==> src/tvag_pkg.sv <==
// tvag_pkg: shared types, constants and register codes for the tensor view address generator
// depends on nothing; imported by every module under src except tvag_ram

package tvag_pkg;

    // fixed layout of the packed configuration registers and item fields
    localparam int PACKED_DIMS = 4;
    localparam int IDX_W       = 9;
    localparam int EXT_W       = 9;
    localparam int MODE_W      = 10;
    localparam int PERM_W      = 2;
    localparam int FDIM_W      = 2;
    localparam int FSLOT_W     = 8;
    localparam int FVAL_W      = 8;
    localparam int OFFS_W      = 32;
    localparam int ND_W        = 3;

    // clamps applied to dimension count and extents
    localparam int MAX_DIMS    = 4;
    localparam int MAX_EXTENT  = 256;
    localparam int ND_CAP      = (MAX_DIMS < PACKED_DIMS) ? MAX_DIMS : PACKED_DIMS;

    // default filter table depth per dimension
    localparam int FILTER_DEPTH_DEF = 256;

    // apb register file
    localparam int PADDR_W = 6;
    localparam int PDATA_W = 64;
    localparam int REG_IDX_W = 3;

    localparam logic [REG_IDX_W-1:0] REG_ACTIVE_DIMS = 3'd0;
    localparam logic [REG_IDX_W-1:0] REG_EXTENTS     = 3'd1;
    localparam logic [REG_IDX_W-1:0] REG_INDEX_MODES = 3'd2;
    localparam logic [REG_IDX_W-1:0] REG_PERMUTATION = 3'd3;
    localparam logic [REG_IDX_W-1:0] REG_FILTER_LENS = 3'd4;

    localparam logic [ND_W-1:0]             ACTIVE_DIMS_RST = 3'd1;
    localparam logic [PACKED_DIMS*EXT_W-1:0] EXTENTS_RST    = 36'd134480385;
    localparam logic [PACKED_DIMS*MODE_W-1:0] MODES_RST     = '0;
    localparam logic [PACKED_DIMS*PERM_W-1:0] PERM_RST      = 8'd228;
    localparam logic [PACKED_DIMS*EXT_W-1:0] FLENS_RST      = '0;

    // item commands
    localparam logic CMD_COMPUTE   = 1'b0;
    localparam logic CMD_FILTER_WR = 1'b1;

    typedef struct packed {
        logic               command;
        logic [IDX_W-1:0]   index_a;
        logic [IDX_W-1:0]   index_b;
        logic [IDX_W-1:0]   index_c;
        logic [IDX_W-1:0]   index_d;
        logic [FDIM_W-1:0]  filter_dim;
        logic [FSLOT_W-1:0] filter_slot;
        logic [FVAL_W-1:0]  filter_value;
    } in_item_t;

    typedef struct packed {
        logic [OFFS_W-1:0] offset;
        logic              range_error;
    } out_item_t;

    // decoded role of one dimension
    typedef enum logic [1:0] {
        DIM_FREE,
        DIM_FIXED,
        DIM_TIE,
        DIM_BAD
    } dim_kind_t;

    typedef struct packed {
        dim_kind_t         kind;
        logic [PERM_W-1:0] sel;      // free input feeding this dimension
        logic [FDIM_W-1:0] src;      // tie source dimension
        logic [IDX_W-1:0]  fixed_l;  // 0-based fixed index
        logic [EXT_W-1:0]  ext;      // clamped extent
        logic [EXT_W-1:0]  flen;     // clamped filter length
    } dim_cfg_t;

    typedef struct packed {
        logic [ND_W-1:0]                nd;
        dim_cfg_t [PACKED_DIMS-1:0]     dim;
    } view_cfg_t;

    // per-dimension 0-based indices between mapping and accumulation
    typedef struct packed {
        logic [PACKED_DIMS-1:0][IDX_W-1:0] l;
        logic                              err;
    } lane_item_t;

endpackage

==> src/tvag_acc.sv <==
// tvag_acc: row-major multiply-accumulate over the dimensions, one multiply per stage
// depends on tvag_pkg

module tvag_acc
    import tvag_pkg::*;
(
    input  logic       clk,
    input  logic       rst_n,
    input  view_cfg_t  view,
    input  logic       lane_valid,
    output logic       lane_ready,
    input  lane_item_t lane_item,
    output logic       addr_valid,
    input  logic       addr_ready,
    output out_item_t  addr_item
);

    logic              a_valid_reg;
    logic              b_valid_reg;
    logic              c_valid_reg;
    logic [OFFS_W-1:0] a_acc_reg;
    logic [IDX_W-1:0]  a_l2_reg;
    logic [IDX_W-1:0]  a_l3_reg;
    logic              a_err_reg;
    logic [OFFS_W-1:0] b_acc_reg;
    logic [IDX_W-1:0]  b_l3_reg;
    logic              b_err_reg;
    out_item_t         c_item_reg;

    logic              a_ready;
    logic              b_ready;
    logic              c_ready;
    logic [OFFS_W-1:0] first;
    logic [OFFS_W-1:0] a_acc_next;
    logic [OFFS_W-1:0] b_acc_next;
    logic [OFFS_W-1:0] c_acc_next;

    assign c_ready    = !c_valid_reg | addr_ready;
    assign b_ready    = !b_valid_reg | c_ready;
    assign a_ready    = !a_valid_reg | b_ready;
    assign lane_ready = a_ready;

    // dimensions beyond the active count leave the accumulator alone
    assign first      = (view.nd != '0) ? OFFS_W'(lane_item.l[0]) : '0;
    assign a_acc_next = (view.nd > ND_W'(1))
                        ? first * OFFS_W'(view.dim[1].ext) + OFFS_W'(lane_item.l[1])
                        : first;
    assign b_acc_next = (view.nd > ND_W'(2))
                        ? a_acc_reg * OFFS_W'(view.dim[2].ext) + OFFS_W'(a_l2_reg)
                        : a_acc_reg;
    assign c_acc_next = (view.nd > ND_W'(3))
                        ? b_acc_reg * OFFS_W'(view.dim[3].ext) + OFFS_W'(b_l3_reg)
                        : b_acc_reg;

    always_ff @(posedge clk or negedge rst_n)
    begin
        if (!rst_n)
        begin
            a_valid_reg <= 1'b0;
            b_valid_reg <= 1'b0;
            c_valid_reg <= 1'b0;
        end
        else
        begin
            if (a_ready)
            begin
                a_valid_reg <= lane_valid;
            end
            if (b_ready)
            begin
                b_valid_reg <= a_valid_reg;
            end
            if (c_ready)
            begin
                c_valid_reg <= b_valid_reg;
            end
        end
    end

    always_ff @(posedge clk)
    begin
        if (lane_valid && a_ready)
        begin
            a_acc_reg <= a_acc_next;
            a_l2_reg  <= lane_item.l[2];
            a_l3_reg  <= lane_item.l[3];
            a_err_reg <= lane_item.err;
        end
        if (a_valid_reg && b_ready)
        begin
            b_acc_reg <= b_acc_next;
            b_l3_reg  <= a_l3_reg;
            b_err_reg <= a_err_reg;
        end
        if (b_valid_reg && c_ready)
        begin
            c_item_reg.offset      <= b_err_reg ? '0 : c_acc_next;
            c_item_reg.range_error <= b_err_reg;
        end
    end

    assign addr_valid = c_valid_reg;
    assign addr_item  = c_item_reg;

endmodule

==> config.mk <==
export PLATFORM = sky130hd
export DESIGN_NAME = tvag_acc
export DESIGN_NICKNAME = d
export VERILOG_FILES = /design/src/tvag_pkg.sv /design/src/tvag_acc.sv
export SDC_FILE = /design/constraint.sdc
export NUM_CORES = 1
export LEC_CHECK = 0
export BUFFER_PORTS_ARGS = -buffer_cell sky130_fd_sc_hd__buf_4
export CAP_MARGIN = 10
export CORE_ASPECT_RATIO = 1.5
export CORE_MARGIN = 2
export CORE_UTILIZATION = 60
export DETAILED_ROUTE_END_ITERATION = 12
export GPL_ROUTABILITY_DRIVEN = 0
export GPL_TIMING_DRIVEN = 0
export PLACE_DENSITY = 0.81
export SLEW_MARGIN = 15
export SYNTH_ARGS = -nofsm -noshare
export SYNTH_HDL_FRONTEND = slang
export SYNTH_SLANG_ARGS = --single-unit
==> constraint.sdc <==
create_clock -name clk -period 12.9 [get_ports clk]
set_input_delay 2.58 -clock clk [delete_from_list [all_inputs] [get_ports clk]]
set_output_delay 2.58 -clock clk [all_outputs]
set_load 0.01 [all_outputs]
==> results.md <==
* Unrepaired setup endpoints after global routing: no
* Final hold violation count at 0
* Slew @ Worst Pin at 1.10 ns
* Fraction of layout cells with a size suffix above 1 at 0.0673
* Final Util at 0.659
* Post-CTS Setup Bufs at 0
* Max-slew violation count at 0
* Synth Area in Adders at 0.478
* CP Capture Type: register
* Period utilisation layout at 0.680
* Final HPWL DP at 41.8 mm
* Routed Antenna Nets at 0
* Starting Density at 0.606
* Wire length per cell at 19.3 um
* Compound-Gate Fraction of Synth Area at 0.0631
* Clock sink total at 114
* Global Route Usage Sum at 0.299
* HP Class: register to register
* Die height at 231 um
* Ys Warns at 0
* Commonest cells after routing, fill and taps aside: fa_1, inv_1, and2_1
* CP required at 13.08 ns
* Row cnt at 83
* WP data arrival at 8.96 ns
* Core area at 0.0341 mm^2
* CP Class: input port to register
* GRT Residual Overflow at 0
* Detailed Routing Iterations Pass 1 at 5
* Maximum clock rate at 114 MHz
* Syn-to-layout area delta at 8.69%
* CP startpoint kind: input port
* Reg-to-reg slack, setup at 6.65 ns
* Tmin final at 8.77 ns
* Max-Cap Viols at 0
* Num CTS Buffers at 17
* Largest family of logic cells by synthesized area: adder cells
* Setup TNS at 0 ns
* Final worst clock skew at 0.00923 ns
* Ys async rst share at 0.0263
* CTS Buffer Depth at 2
* Yosys top cell by area: fa_1
* Top cell type's share of synthesized area at 0.354
* Via density per instance at 5.88
* I/O Buffers at 88
* Total I/O pin count at 211
* Largest net degree at the start of global routing at 36
* Yosys reg bits at 114
* Leading post-synthesis cells by cell area: fa_1, edfxtp_1, ha_1
* Crit path max fanout at 10
* Clock root buffer: clkbuf_16
* H-Tree Level Count at 4
* Clock Latency Late Sink at 0.45 ns
* Die X at 155 um
* Simple-gate portion of the synthesized area at 0.176
* Mean Syn Cell Area at 9.88 um^2
* Drt total wl at 50.9 mm
* XOR/XNOR Fraction of Synth Area at 0.0331
* Max reg flops at 33
* Die Footprint at 0.0360 mm^2
* DR DRC count at 0
* Commonest non-fill, non-tap cell in the layout: fa_1
* Status: finished clean
* Vias in the first global route at 17329
* Total Nets Final at 2947
* Antenna Cells at 0
* Global-route wire length before repair at 83.6 mm
* Post-Syn Instances at 2091
* CTS clk-pin slew, worst paths at 0.06 ns
* Number of enable flip-flop cells after synthesis at 111
* Hold_buf cts at 0
* CTS tree: done
* Post-CTS sizing at 0
* # fillers at 2623
* Final setup viols at 0
* Rel. slew slack at 0.267
* Mux cell area share after synthesis at 0.0138
* Count of cell types in the netlist at 65
* Synthesized cell area at 0.0207 mm^2
* 1st-iter DRT viols at 859
* Net Count, Synth at 2837
* Main synth FF type: edfxtp_1
* Via Count at 15525
* Sequential share of the synthesized area at 0.165
* Initial antenna violation count at 0
-- routing by layer --
layer  vias to the layer above  GRT usage  wire length, um
li1                       6895          -                -
met3                       215     0.0441             2730
met4                         0      0.196             3410
met5                         -          0                0
met2                       650      0.561            27500
met1                      7765      0.305            17200
-- worst max-delay path: stages --
cell and delay (ns):
buf_4 0.09, clkbuf_1 0.34, or3_1 0.18, clkbuf_1 0.32, clkbuf_1 0.49, nand3_1 0.19, fa_1 0.56, inv_1 0.05
fa_1 0.48, fa_1 0.50, fa_1 0.49, inv_1 0.06, fa_1 0.47, inv_1 0.04, ha_1 0.21, a21o_1 0.18
a21oi_1 0.30, nand2_1 0.10, a21oi_1 0.23, o32ai_1 0.16, or4_1 0.48, a31oi_1 0.20, xor2_1 0.15, nor2_1 0.05
-- final timing paths --
| kind | from | end | cells past startpoint |
|---|---|---|---|
| worst min register to register | a_l3_reg[4]$_DFFE_PP_ | b_l3_reg[4]$_DFFE_PP_ | 0 |
| max in group asynchronous | rst_n | b_valid_reg$_DFFE_PN0P_ | 1 |
| worst min-delay path | a_l3_reg[4]$_DFFE_PP_ | b_l3_reg[4]$_DFFE_PP_ | 0 |
| min in group asynchronous | rst_n | addr_valid$_DFFE_PN0P_ | 1 |
| worst max-delay path | view[132] | a_acc_reg[17]$_SDFFCE_PP0P_ | 24 |
| worst max register to register | a_acc_reg[7]$_DFFE_PP_ | b_acc_reg[27]$_SDFFCE_PP0P_ | 22 |
-- layout make-up --
class,count,area [um^2],share of cell area
Multi-Input combinational cell,1588,15800,0.703
Sequential cell,114,3410,0.152
Inverter,278,1040,0.0465
Timing Repair Buffer,91,721,0.0321
Tap cell,425,532,0.0237
Clock buffer,18,429,0.0191
Buffer,111,428,0.0191
Clock inverter,14,109,0.00485
-- cell families (layout without fill, tap and decap cells) --
family	count (synthesis)	after routing
XOR/XNOR	78	78
flip-flops	114	114
adder cells (fa/ha/maj)	570	570
AND/OR/NAND/NOR	709	709
AO/OA/AOI/OAI	203	203
multiplexers	28	28
buffers and inverters	389	512
-- stage by stage --
stage / setup WS (ns) / cell area [um^2] / hold WS [ns] / cells
detailed placement: 3.74 / 21900 / 0.407 / 2607
global route: 3.81 / 22400 / 0.439 / 2639
finish: 4.13 / 22400 / 0.419 / 2639
global placement: 3.79 / 21800 / 0.402 / 2604
CTS: 4.21 / 22400 / 0.421 / 2639
floorplan: 4.69 / 20700 / 0.400 / 2091
-- synthesized netlist by cell type (4+ instances only) --
cell	number
mux2i_1	25
fa_1	365
a211o_1	4
a31oi_1	8
a21oi_1	65
ha_1	205
nand2_1	235
nand4_1	4
nor2_1	72
o21ai_1	17
xor2_1	28
o21a_1	6
nand3_1	46
xnor2_1	50
and3_1	59
clkbuf_1	98
edfxtp_1	111
inv_1	278
and2_1	244
a211oi_1	8
o21bai_1	10
buf_1	11
nand2b_1	9
a21o_1	23
o21ai_0	32
nor2b_1	6
nor3_1	13
Power is not shown: default switching activity piles up to over one toggle a cycle in this logic, so the estimate is an artifact.
