## config.mk

```make
export PLATFORM = sky130hd
export DESIGN_NAME = tvag_cfg
export DESIGN_NICKNAME = d
export VERILOG_FILES = /design/src/tvag_pkg.sv /design/src/tvag_cfg.sv
export SDC_FILE = /design/constraint.sdc
export NUM_CORES = 1
export LEC_CHECK = 0
export BUFFER_PORTS_ARGS = -buffer_cell sky130_fd_sc_hd__buf_2
export CORE_ASPECT_RATIO = 1.2
export CORE_MARGIN = 2
export CORE_UTILIZATION = 35
export DETAILED_ROUTE_END_ITERATION = 10
export HOLD_SLACK_MARGIN = 0.12
export MAX_ROUTING_LAYER = met4
export SLEW_MARGIN = 20
export SYNTH_ARGS = -nofsm -noshare
export SYNTH_HDL_FRONTEND = slang
export SYNTH_SLANG_ARGS = --single-unit
```

## constraint.sdc

```tcl
create_clock -name clk -period 4.3 [get_ports clk]
set_input_delay 0.43 -clock clk [delete_from_list [all_inputs] [get_ports clk]]
set_output_delay 0.43 -clock clk [all_outputs]
set_load 0.01 [all_outputs]
```

## src/tvag_pkg.sv

```systemverilog
// tvag_pkg: shared types, constants and register codes for the tensor view address generator
// depends on nothing; imported by every module under src except tvag_ram

package tvag_pkg;

    // fixed layout of the packed configuration registers and item fields
    localparam int PACKED_DIMS = 4;
    localparam int IDX_W       = 9;
    localparam int EXT_W       = 9;
    localparam int MODE_W      = 10;
    localparam int PERM_W      = 2;
    localparam int FDIM_W      = 2;
    localparam int FSLOT_W     = 8;
    localparam int FVAL_W      = 8;
    localparam int OFFS_W      = 32;
    localparam int ND_W        = 3;

    // clamps applied to dimension count and extents
    localparam int MAX_DIMS    = 4;
    localparam int MAX_EXTENT  = 256;
    localparam int ND_CAP      = (MAX_DIMS < PACKED_DIMS) ? MAX_DIMS : PACKED_DIMS;

    // default filter table depth per dimension
    localparam int FILTER_DEPTH_DEF = 256;

    // apb register file
    localparam int PADDR_W = 6;
    localparam int PDATA_W = 64;
    localparam int REG_IDX_W = 3;

    localparam logic [REG_IDX_W-1:0] REG_ACTIVE_DIMS = 3'd0;
    localparam logic [REG_IDX_W-1:0] REG_EXTENTS     = 3'd1;
    localparam logic [REG_IDX_W-1:0] REG_INDEX_MODES = 3'd2;
    localparam logic [REG_IDX_W-1:0] REG_PERMUTATION = 3'd3;
    localparam logic [REG_IDX_W-1:0] REG_FILTER_LENS = 3'd4;

    localparam logic [ND_W-1:0]             ACTIVE_DIMS_RST = 3'd1;
    localparam logic [PACKED_DIMS*EXT_W-1:0] EXTENTS_RST    = 36'd134480385;
    localparam logic [PACKED_DIMS*MODE_W-1:0] MODES_RST     = '0;
    localparam logic [PACKED_DIMS*PERM_W-1:0] PERM_RST      = 8'd228;
    localparam logic [PACKED_DIMS*EXT_W-1:0] FLENS_RST      = '0;

    // item commands
    localparam logic CMD_COMPUTE   = 1'b0;
    localparam logic CMD_FILTER_WR = 1'b1;

    typedef struct packed {
        logic               command;
        logic [IDX_W-1:0]   index_a;
        logic [IDX_W-1:0]   index_b;
        logic [IDX_W-1:0]   index_c;
        logic [IDX_W-1:0]   index_d;
        logic [FDIM_W-1:0]  filter_dim;
        logic [FSLOT_W-1:0] filter_slot;
        logic [FVAL_W-1:0]  filter_value;
    } in_item_t;

    typedef struct packed {
        logic [OFFS_W-1:0] offset;
        logic              range_error;
    } out_item_t;

    // decoded role of one dimension
    typedef enum logic [1:0] {
        DIM_FREE,
        DIM_FIXED,
        DIM_TIE,
        DIM_BAD
    } dim_kind_t;

    typedef struct packed {
        dim_kind_t         kind;
        logic [PERM_W-1:0] sel;      // free input feeding this dimension
        logic [FDIM_W-1:0] src;      // tie source dimension
        logic [IDX_W-1:0]  fixed_l;  // 0-based fixed index
        logic [EXT_W-1:0]  ext;      // clamped extent
        logic [EXT_W-1:0]  flen;     // clamped filter length
    } dim_cfg_t;

    typedef struct packed {
        logic [ND_W-1:0]                nd;
        dim_cfg_t [PACKED_DIMS-1:0]     dim;
    } view_cfg_t;

    // per-dimension 0-based indices between mapping and accumulation
    typedef struct packed {
        logic [PACKED_DIMS-1:0][IDX_W-1:0] l;
        logic                              err;
    } lane_item_t;

endpackage

```

## src/tvag_cfg.sv

```systemverilog
// tvag_cfg: apb register file and static decode of the view configuration
// depends on tvag_pkg

module tvag_cfg
    import tvag_pkg::*;
#(
    parameter int FILTER_DEPTH = FILTER_DEPTH_DEF
) (
    input  logic               clk,
    input  logic               rst_n,
    input  logic               psel,
    input  logic               penable,
    input  logic               pwrite,
    input  logic [PADDR_W-1:0] paddr,
    input  logic [PDATA_W-1:0] pwdata,
    output logic [PDATA_W-1:0] prdata,
    output logic               pready,
    output view_cfg_t          view
);

    logic [ND_W-1:0]                active_reg;
    logic [PACKED_DIMS*EXT_W-1:0]   extents_reg;
    logic [PACKED_DIMS*MODE_W-1:0]  modes_reg;
    logic [PACKED_DIMS*PERM_W-1:0]  perm_reg;
    logic [PACKED_DIMS*EXT_W-1:0]   flens_reg;

    logic                  wr_stb;
    logic [REG_IDX_W-1:0]  reg_idx;
    logic [MODE_W-1:0]     mode_raw [PACKED_DIMS];

    assign pready  = 1'b1;
    assign wr_stb  = psel & penable & pwrite;
    assign reg_idx = paddr[PADDR_W-1:3];

    always_ff @(posedge clk or negedge rst_n)
    begin
        if (!rst_n)
        begin
            active_reg  <= ACTIVE_DIMS_RST;
            extents_reg <= EXTENTS_RST;
            modes_reg   <= MODES_RST;
            perm_reg    <= PERM_RST;
            flens_reg   <= FLENS_RST;
        end
        else if (wr_stb)
        begin
            case (reg_idx)
                REG_ACTIVE_DIMS: active_reg  <= pwdata[ND_W-1:0];
                REG_EXTENTS:     extents_reg <= pwdata[PACKED_DIMS*EXT_W-1:0];
                REG_INDEX_MODES: modes_reg   <= pwdata[PACKED_DIMS*MODE_W-1:0];
                REG_PERMUTATION: perm_reg    <= pwdata[PACKED_DIMS*PERM_W-1:0];
                REG_FILTER_LENS: flens_reg   <= pwdata[PACKED_DIMS*EXT_W-1:0];
                default:         ;
            endcase
        end
    end

    always_comb
    begin
        case (reg_idx)
            REG_ACTIVE_DIMS: prdata = PDATA_W'(active_reg);
            REG_EXTENTS:     prdata = PDATA_W'(extents_reg);
            REG_INDEX_MODES: prdata = PDATA_W'(modes_reg);
            REG_PERMUTATION: prdata = PDATA_W'(perm_reg);
            REG_FILTER_LENS: prdata = PDATA_W'(flens_reg);
            default:         prdata = '0;
        endcase
    end

    always_comb
    begin
        for (int d = 0; d < PACKED_DIMS; d++)
        begin
            mode_raw[d] = modes_reg[MODE_W*d +: MODE_W];
        end
    end

    // decode each dimension: free slot order, tie legality, clamps
    always_comb
    begin
        logic [MODE_W-1:0] raw;
        logic [MODE_W:0]   k;
        logic [1:0]        slot;
        logic [EXT_W-1:0]  e;
        logic [EXT_W-1:0]  fl;

        slot    = '0;
        view    = '0;
        view.nd = (32'(active_reg) > ND_CAP) ? ND_W'(ND_CAP) : active_reg;
        for (int d = 0; d < PACKED_DIMS; d++)
        begin
            raw = mode_raw[d];
            k   = (MODE_W+1)'(1 << MODE_W) - {1'b0, raw};
            e   = extents_reg[EXT_W*d +: EXT_W];
            fl  = flens_reg[EXT_W*d +: EXT_W];

            view.dim[d].ext  = (32'(e) > MAX_EXTENT) ? EXT_W'(MAX_EXTENT) : e;
            view.dim[d].flen = (32'(fl) > FILTER_DEPTH) ? EXT_W'(FILTER_DEPTH) : fl;

            if (raw == '0)
            begin
                view.dim[d].kind = DIM_FREE;
                view.dim[d].sel  = perm_reg[PERM_W*slot +: PERM_W];
                slot             = slot + 2'd1;
            end
            else if (raw[MODE_W-1])
            begin
                // tie: target must be in range and itself free
                if (k > (MODE_W+1)'(view.nd))
                begin
                    view.dim[d].kind = DIM_BAD;
                end
                else if (mode_raw[FDIM_W'(k - (MODE_W+1)'(1))] != '0)
                begin
                    view.dim[d].kind = DIM_BAD;
                end
                else
                begin
                    view.dim[d].kind = DIM_TIE;
                    view.dim[d].src  = FDIM_W'(k - (MODE_W+1)'(1));
                end
            end
            else
            begin
                view.dim[d].kind    = DIM_FIXED;
                view.dim[d].fixed_l = IDX_W'(raw - MODE_W'(1));
            end
        end
    end

endmodule

```

==> impl_metrics.csv, run 1 <==
group,metric,value,unit
outcome,status,"completed",
drt,dr_total_vias,6974,
cts,numCtsBuffers,17,
setup_path,worst_path_most_repeated_cell,"ha_1",
yosys,synthFlopType,"dfrtp_1",
setup_path,path_max_fanout,5,
setup_path,required,3.87,ns
global_route,grt_pass1_vias,6879,
yosys,synth_commonest_cells,"mux2_2, dfrtp_1, nor2b_1",
placement,dp_cells,1331,
floorplan,row_count,61,
setup_path,cp-start-kind,"register",
setup_path,path_cells,"inv_1, ha_1, or3b_2, nor3_1, nand2b_1, ha_1, mux4_2, and2_1, buf_2",
final_layout,final_layout_size_suffix_gt1_share,40.8,%
run,max-cap-violations,0,
cts,cts_max_level,4,
drt,wl_per_cell,19.0,microns
sta,worst_slew_pin_slew,0.902,ns
drt,vias_per_cell,5.11,
yosys,synth_top_cell_area_share,34.5,%
cts,clock-sinks,123,
final_layout,areaGrowthSynthToFinish,22.1,%
sta,setup_slack,0.371,ns
sta,final_hold_viol_count,0,
sta,finalCritPeriodShare,91.4,%
yosys,syn_avg_cell_area,9.61,sq um
cts,cts_tree,"yes",
sta,slew_headroom,39.8,%
pwr,p_leak,4.72,nW
drt,drtPass1Iterations,6,
global_route,track_usage,21.6,%
setup_path,worstSetupPathType,"register to output pin",
final_layout,nNetsFinal,1129,
setup_path,slowest_stage,"ha_1",
floorplan,die_area,24800,sq um
yosys,synth_area_leaders,"dfrtp_1, mux2_2, nor2b_1",
sta,setup_viol,0,
final_layout,largest_reg_flops,40,
cts,clk_pin_slew_worst_paths,0.06,ns
global_route,antenna_found_initial,1,
final_layout,fin_cells,1365,
sta,maxSlewViolCount,0,
yosys,syn_area,8260,sq um
floorplan,die_h,172,microns
yosys,async_flop_share,100,%
placement,place_congestion,0.850,
placement,pre_cts_ws,0.791,ns
worst_hold_path,hold_path.class,"input pin to register",
pwr,p_per_area,490,nW/um^2
global_route,grt_pass1_wl,39.7,mm
setup_path,cp-end-kind,"output pin",
yosys,yosysTopAreaCell,"dfrtp_1",
yosys,synthCells,859,
global_route,grt_max_degree,67,
yosys,yosysMostFrequentCell,"mux2_2",
setup_path,cpPeakStageDelay,0.52,ns
setup_path,cp.arrival,3.50,ns
cts,cts-hold-fix-buffers,1,
sta,finalSetupTns,0,ns
drt,postRouteAntennaNets,0,
floorplan,coreArea,23200,sq um
yosys,synth_edf_count,0,
yosys,yosysUniqueCellTypes,63,
drt,drc_errors,0,
floorplan,start_util,35.6,%
yosys,yosysWarnings,0,
floorplan,die_width,144,microns
floorplan,ios,275,
placement,dp_hpwl,18.6,mm
global_route,overflow,0,
cts,cts_buffer_depth,2,
sta,final.setup_skew,0,ns
cts,cts_resized,0,
placement,numPortBuffers,222,
cts,post_cts.repair.setup_buffers,0,
yosys,synth-seq-cells,123,
cts,cts-root-buf,"clkbuf_16",
cts,clock_latency,0.41,ns
yosys,yosysSeqAreaShare,37.4,%
pwr,irDropWorstVdd,0.276,mV
sta,min_period,3.93,ns
drt,routed_wl,25.9,mm
final_layout,post-route-util,43.4,%
pwr,power,4.94,mW
sta,grt_setup_unrepaired,"false",
drt,drtIter0Drc,483,
sta,fmax,0.255,GHz
## cell usage in the layout, fill, tap and decap left out, types with 6 or more instances in the layout
master and count:
a22oi_1 33, dfstp_2 9, dfrtp_1 114, and2_1 7, nor3b_1 6, nor2b_1 71, nand2b_1 8, nand2_1 65
mux2_2 120, inv_1 12, inv_6 8, conb_1 25, mux2i_1 14, o21ai_0 52, nand3_1 12, buf_4 15
xnor2_1 13, clkbuf_16 17, a21oi_1 20, buf_2 221, ha_1 18, nor3_1 24, xor2_1 19, nor2_1 54
## metrics by stage
stage	hold slack, ns	cell area, sq um
detailed placement	0.513	9450
global route	0.229	10100
floorplan	0.134	8350
global placement	0.506	9450
finish	0.240	10100
CTS	0.221	10100
## cell families after synthesis
family	after synthesis	synth area share, %
muxes	136	18.6
and+or+nand+nor	292	19.3
AOI/OAI and AO/OA	141	11.1
buffers and inverters	115	7.33
other	2	0.0909
adders and majority gates	18	2.73
DFF	123	37.4
xor gates and xnor gates	32	3.39
## metal layers
metal	vias to the layer above	wire length, microns	global-route usage (%)
li1	3314	-	-
met1	3443	11600	28.0
met2	197	12600	35.2
met3	20	1290	3.79
met4	0	395	5.61
met5	-	0	-
## layout make-up
type | instances | area, sq um
flip-flops and latches | 123 | 3090
well taps | 315 | 394
inverters | 12 | 45.0
fillers | 2319 | 13100
clock inverters | 14 | 181
diodes | 1 | 2.50
repair buffers | 238 | 1250
clock buffers | 18 | 439
multi-input cells | 644 | 4680
## path summary, 6_finish.rpt
path                               startpoint             end  slack [ns]  depth (start not counted)
worst max-delay path            modes_reg[11]        view[95]        0.37                          9
worst min-delay path               pwdata[36]   modes_reg[36]        0.24                          2
worst max register to register  modes_reg[30]   modes_reg[30]        3.20                          2
worst min register to register  flens_reg[24]   flens_reg[24]        0.52                          1
max in group asynchronous               rst_n  extents_reg[9]        2.79                          3
min in group asynchronous               rst_n   flens_reg[35]        0.61                          2
## power breakdown
| part | switching, mW | internal (mW) | leakage, nW | total [mW] |
|---|---|---|---|---|
| registers | 0.353 | 1.40 | 1.54 | 1.75 |
| clock network | 0.588 | 0.942 | 0.304 | 1.53 |
| logic | 0.892 | 0.764 | 2.88 | 1.66 |
## worst max-delay path: cells and delay by family, from the launching register on
| family | cells | cell delay, ns |
|---|---|---|
| adder cells (fa/ha/maj) | 2 | 0.70 |
| buffers and inverters | 2 | 0.25 |
| flip-flops | 1 | 0.43 |
| multiplexers | 1 | 0.52 |
| AND/OR/NAND/NOR | 4 | 1.18 |
Note: power is estimated with default switching activity, not from simulation.
==> inputs of run 2 (changes only) <==
Settings changed: CELL_PAD_IN_SITES_DETAIL_PLACEMENT set to 0, CELL_PAD_IN_SITES_GLOBAL_PLACEMENT set to 1, PLACE_DENSITY_LB_ADDON set to 0.1.
==> run 2 against run 1 <==
Compared with the run above: global-route usage is 0.88 points higher; hold slack got worse by 0.14 ns; first-iteration DRC count decreased by 36%; sequential power about the same; utilization is 0.26 points lower; cell count decreased by 0.22%; clock power decreased by 8%; critical endpoint is now view[94]; largest cell class unchanged.
==> impl_metrics.csv, run 2 (synthesis results as in run 1) <==
group,metric,value,unit
cts,cts_tree,"yes",
drt,drc_errors,0,
global_route,grt_pass1_wl,41.0,mm
setup_path,worstSetupPathType,"register to output pin",
global_route,track_usage,22.5,%
floorplan,die_width,144,microns
setup_path,path_buf_inv,2,
setup_path,reg2reg_depth,2,
cts,cts-hold-fix-buffers,0,
final_layout,fill_cells,2418,
sta,maxSlewViolCount,0,
setup_path,crit_family,"simple AND/OR/NAND/NOR gates",
placement,place_congestion,0.822,
drt,routed_wl,26.8,mm
sta,final.setup_skew,0,ns
sta,setup_viol,0,
placement,numPortBuffers,222,
final_layout,fin_cells,1362,
run,max-cap-violations,0,
drt,drtPass1Iterations,5,
setup_path,cp.arrival,3.57,ns
final_layout,areaGrowthSynthToFinish,21.3,%
final_layout,final_layout_size_suffix_gt1_share,40.7,%
pwr,p_leak,4.68,nW
floorplan,start_util,35.6,%
setup_path,worst_path_most_repeated_cell,"ha_1",
setup_path,required,3.87,ns
setup_path,r2r_end,"modes_reg[20]",
pwr,power,4.82,mW
cts,clock-sinks,123,
final_layout,mostFrequentLayoutCell,"buf_2",
sta,setup_slack,0.297,ns
floorplan,ios,275,
cts,cts_max_level,4,
drt,wl_per_cell,19.7,microns
final_layout,multi_input_area,4690,sq um
placement,dp_hpwl,19.2,mm
final_layout,postLayoutCellArea,10000,sq um
setup_path,cp.depth,10,
floorplan,row_count,61,
placement,dp_cells,1329,
sta,worst_slew_pin_slew,0.961,ns
sta,slew_headroom,35.9,%
setup_path,path_max_fanout,13,
setup_path,cp-start-kind,"register",
drt,drtIter0Drc,310,
pwr,p_per_area,481,nW/um^2
sta,grt_setup_unrepaired,"false",
cts,cts_resized,0,
cts,clk_pin_slew_worst_paths,0.06,ns
cts,numCtsBuffers,17,
sta,min_period,4.00,ns
drt,postRouteAntennaNets,0,
final_layout,largest_reg_flops,40,
sta,hold_ws,0.0994,ns
drt,vias_per_cell,5.12,
drt,dr_total_vias,6969,
global_route,antenna_found_initial,1,
sta,fmax,0.250,GHz
final_layout,nNetsFinal,1126,
pwr,irDropWorstVdd,0.282,mV
sta,finalCritPeriodShare,93.1,%
final_layout,seqCellArea,3090,sq um
placement,pre_cts_ws,0.751,ns
floorplan,coreArea,23200,sq um
global_route,grt_pass1_vias,6903,
setup_path,r2r-start,"modes_reg[20]",
sta,final_hold_viol_count,0,
setup_path,cpPeakStageDelay,0.64,ns
cts,post_cts.repair.setup_buffers,0,
global_route,grt_max_degree,97,
final_layout,post-route-util,43.2,%
floorplan,die_h,172,microns
cts,cts_buffer_depth,2,
placement,placed_area,9440,sq um
floorplan,die_area,24800,sq um
cts,cts-root-buf,"clkbuf_16",
final_layout,final_cell_mix,"buf_2, mux2_2, dfrtp_1, nor2b_1, nand2_1",
sta,finalSetupTns,0,ns
worst_hold_path,hold_path.class,"input pin to asynchronous set/reset pin",
cts,clock_latency,0.41,ns
setup_path,rrSetupSlack,3.17,ns
setup_path,slowest_stage,"dfrtp_1",
setup_path,path_cells,"inv_1, ha_1, ha_1, a21bo_2, a21oi_1, or3_1, nor4_1, nand3_1, nor3_1, buf_2",
setup_path,cp-end-kind,"output pin",
global_route,overflow,0,
outcome,status,"completed",
-- run 2: cell count changes in the layout (fill, tap and decap cells not counted), moves of 2 or more --
cell,delta
bufinv_16,-2
buf_4,-3
inv_6,-4
clkinvlp_4,+3
inv_8,+2
-- run 2: per-layer routing --
metal	vias up	global-route usage (%)	share of wire (%)
met4	0	4.31	0.94
met1	3452	28.5	43
met2	182	37.7	51
li1	3323	-	-
met3	12	4.43	5.0
met5	-	-	0
-- run 2: worst max path at each step --
stage,startpoint,end,slack (ns)
after detailed placement,modes_reg[20],view[94],0.75
after global placement,modes_reg[20],view[94],0.80
after CTS,modes_reg[20],view[94],0.29
after global routing,modes_reg[20],view[94],0.1
after floorplan,modes_reg[10],view[95],0.86
final,modes_reg[20],view[94],0.30
-- run 2: layout make-up --
cell class                 instances  area share (%)
multi-input combinational        644            46.8
sequential                       123            30.8
timing repair buffer             235            12.3
clock buffer                      18            4.38
tap                              315            3.93
clock inverter                    14            1.36
inverter                          12           0.450
antenna                            1          0.0250
-- run 2: power by group --
group          switching, mW  total, mW  internal [mW]
Combinational          0.864       1.62          0.756
Clock                  0.591       1.41          0.824
Sequential             0.386       1.78           1.40
Total                   1.84       4.82           2.98
==> inputs of run 3 (changes only) <==
Settings changed: CORE_ASPECT_RATIO 1.2 to 1.1, GPL_TIMING_DRIVEN set to 0.
==> run 3 against run 2 <==
Compared with the run above: power increased by 3.2%; combinational power up 17%; critical path depth down 1; die area about the same; sequential share of layout area fell by 1.3 points; setup slack got worse by 0.079 ns; utilization up 2.3 points; register-to-register slack got worse by 0.11 ns; clock skew is the same; via count grew 4.7%; wire length up 7.8%; sequential cell count unchanged; largest cell class unchanged; highest routed layer unchanged.
==> impl_metrics.csv, run 3 (synthesis results as in run 1) <==
group,metric,value,unit
setup_path,cp-startpoint,"modes_reg[10]",
drt,vias_per_cell,5.09,
setup_path,reg2reg_depth,3,
drt,drtIter0Drc,346,
floorplan,ios,275,
cts,numCtsBuffers,17,
cts,cts-root-buf,"clkbuf_16",
global_route,overflow,0,
worst_hold_path,hold_path.class,"input pin to register",
sta,final.setup_skew,0,ns
sta,maxSlewViolCount,0,
final_layout,final_layout_size_suffix_gt1_share,39.6,%
run,max-cap-violations,0,
setup_path,required,3.87,ns
setup_path,cp.arrival,3.65,ns
placement,dp_hpwl,21.6,mm
sta,setup_viol,0,
sta,worst_slew_pin_slew,1.05,ns
floorplan,start_util,35.9,%
worst_hold_path,hold_path_end,"modes_reg[36]",
pwr,p_per_area,475,nW/um^2
worst_hold_path,min_path_cells,2,
floorplan,coreArea,23000,sq um
global_route,grt_pass1_wl,42.4,mm
sta,final_hold_viol_count,0,
cts,clock-sinks,123,
sta,grt_setup_unrepaired,"false",
cts,cts_max_level,4,
drt,drc_errors,0,
setup_path,rrSetupSlack,3.06,ns
drt,drtPass1Iterations,5,
final_layout,final_cell_mix,"buf_2, mux2_2, dfrtp_1, nor2b_1, nand2_1",
final_layout,areaGrowthSynthToFinish,26.7,%
global_route,track_usage,23.8,%
sta,min_period,4.08,ns
setup_path,r2r-start,"modes_reg[30]",
setup_path,r2r_end,"modes_reg[30]",
final_layout,nNetsFinal,1215,
setup_path,path_max_fanout,12,
worst_hold_path,hold_start,"pwdata[36]",
final_layout,largest_reg_flops,40,
global_route,grt_max_degree,86,
cts,cts_tree,"yes",
pwr,p_leak,4.92,nW
cts,clk_pin_slew_worst_paths,0.06,ns
sta,fmax,0.245,GHz
pwr,irDropWorstVdd,0.286,mV
pwr,power,4.97,mW
sta,finalSetupTns,0,ns
placement,numPortBuffers,221,
global_route,grt_pass1_vias,7020,
floorplan,die_h,165,microns
final_layout,n_antenna_cell,0,
drt,postRouteAntennaNets,0,
setup_path,worstSetupPathType,"register to output pin",
drt,routed_wl,28.9,mm
global_route,antenna_found_initial,0,
floorplan,die_width,150,microns
setup_path,cp-end-kind,"output pin",
cts,clock_latency,0.42,ns
final_layout,mostFrequentLayoutCell,"buf_2",
outcome,status,"completed",
setup_path,cp-start-kind,"register",
floorplan,die_area,24800,sq um
drt,wl_per_cell,20.1,microns
sta,finalCritPeriodShare,94.9,%
drt,dr_total_vias,7297,
sta,slew_headroom,29.5,%
placement,place_congestion,0.888,
floorplan,row_count,58,
cts,cts_buffer_depth,2,
run 3: cell types whose count changed in the layout (fill, tap and decap cells not counted), sizes merged:
cell and change:
clkbuf +63, buf +25, clkinvlp -3, bufinv +1
clkinv +1, diode -1, dlygate4sd3 +1, inv +1
run 3: area by class of cell:
type,instances,area [sq um]
Buffer,101,554
Clock buffer,18,429
Clock inverter,14,156
Fill cell,2352,12500
Inverter,12,45.0
Multi-Input combinational cell,644,4660
Sequential cell,123,3090
Tap cell,300,375
Timing Repair Buffer,223,1150
run 3: worst max path at each step:
stage / to / slack [ns] / cells past startpoint
global placement: view[95] / 0.27 / 11
floorplan: view[95] / 0.86 / 10
global route: view[96] / 0.02 / 9
finish: view[95] / 0.22 / 9
CTS: view[95] / 0.05 / 10
detailed placement: view[95] / 0.27 / 11
run 3: stage by stage:
| step | util, % | setup WS, ns | hold WS, ns | cell area, sq um | instances |
|---|---|---|---|---|---|
| 3_3_place_gp | 42.7 | 0.266 | 0.508 | 9830 | 1403 |
| 2_1_floorplan | - | 0.855 | 0.134 | 8350 | 882 |
| 3_5_place_dp | 42.9 | 0.269 | 0.336 | 9870 | 1404 |
| 4_1_cts | 45.5 | 0.0511 | 0.232 | 10500 | 1436 |
| 5_1_grt | 45.5 | 0.0200 | 0.236 | 10500 | 1435 |
| 6_report | 45.5 | 0.218 | 0.245 | 10500 | 1435 |
run 3: timing repair:
item / CTS / global route
hold endpoints to repair: 33 / 0
buffers inserted: 0 / 0
pin swaps: 0 / 0
gates resized for setup: 1 / 2
setup endpoints to repair: 7 / 5
hold buffers: 1 / 0
run 3: per-layer routing:
metal	track usage (%)	wire length (microns)	vias to the layer above
met5	-	0	-
met2	37.4	13800	201
met1	32.3	13300	3559
met3	3.35	1260	30
li1	-	-	3507
met4	6.39	486	0
run 3: worst max-delay path, cell delays in order (launching register included):
cell and delay (ns):
dfrtp_2 0.53, inv_1 0.20, ha_1 0.20, or3b_2 0.51, nor3_1 0.26, nand2b_1 0.20
ha_1 0.49, mux4_2 0.53, and2_1 0.17, buf_2 0.14
run 3: report_power, final:
part / internal [mW] / leakage (nW) / switching [mW]
sequential: 1.40 / 1.54 / 0.232
combinational: 0.829 / 3.10 / 1.06
clock: 0.865 / 0.287 / 0.587
total: 3.09 / 4.92 / 1.88
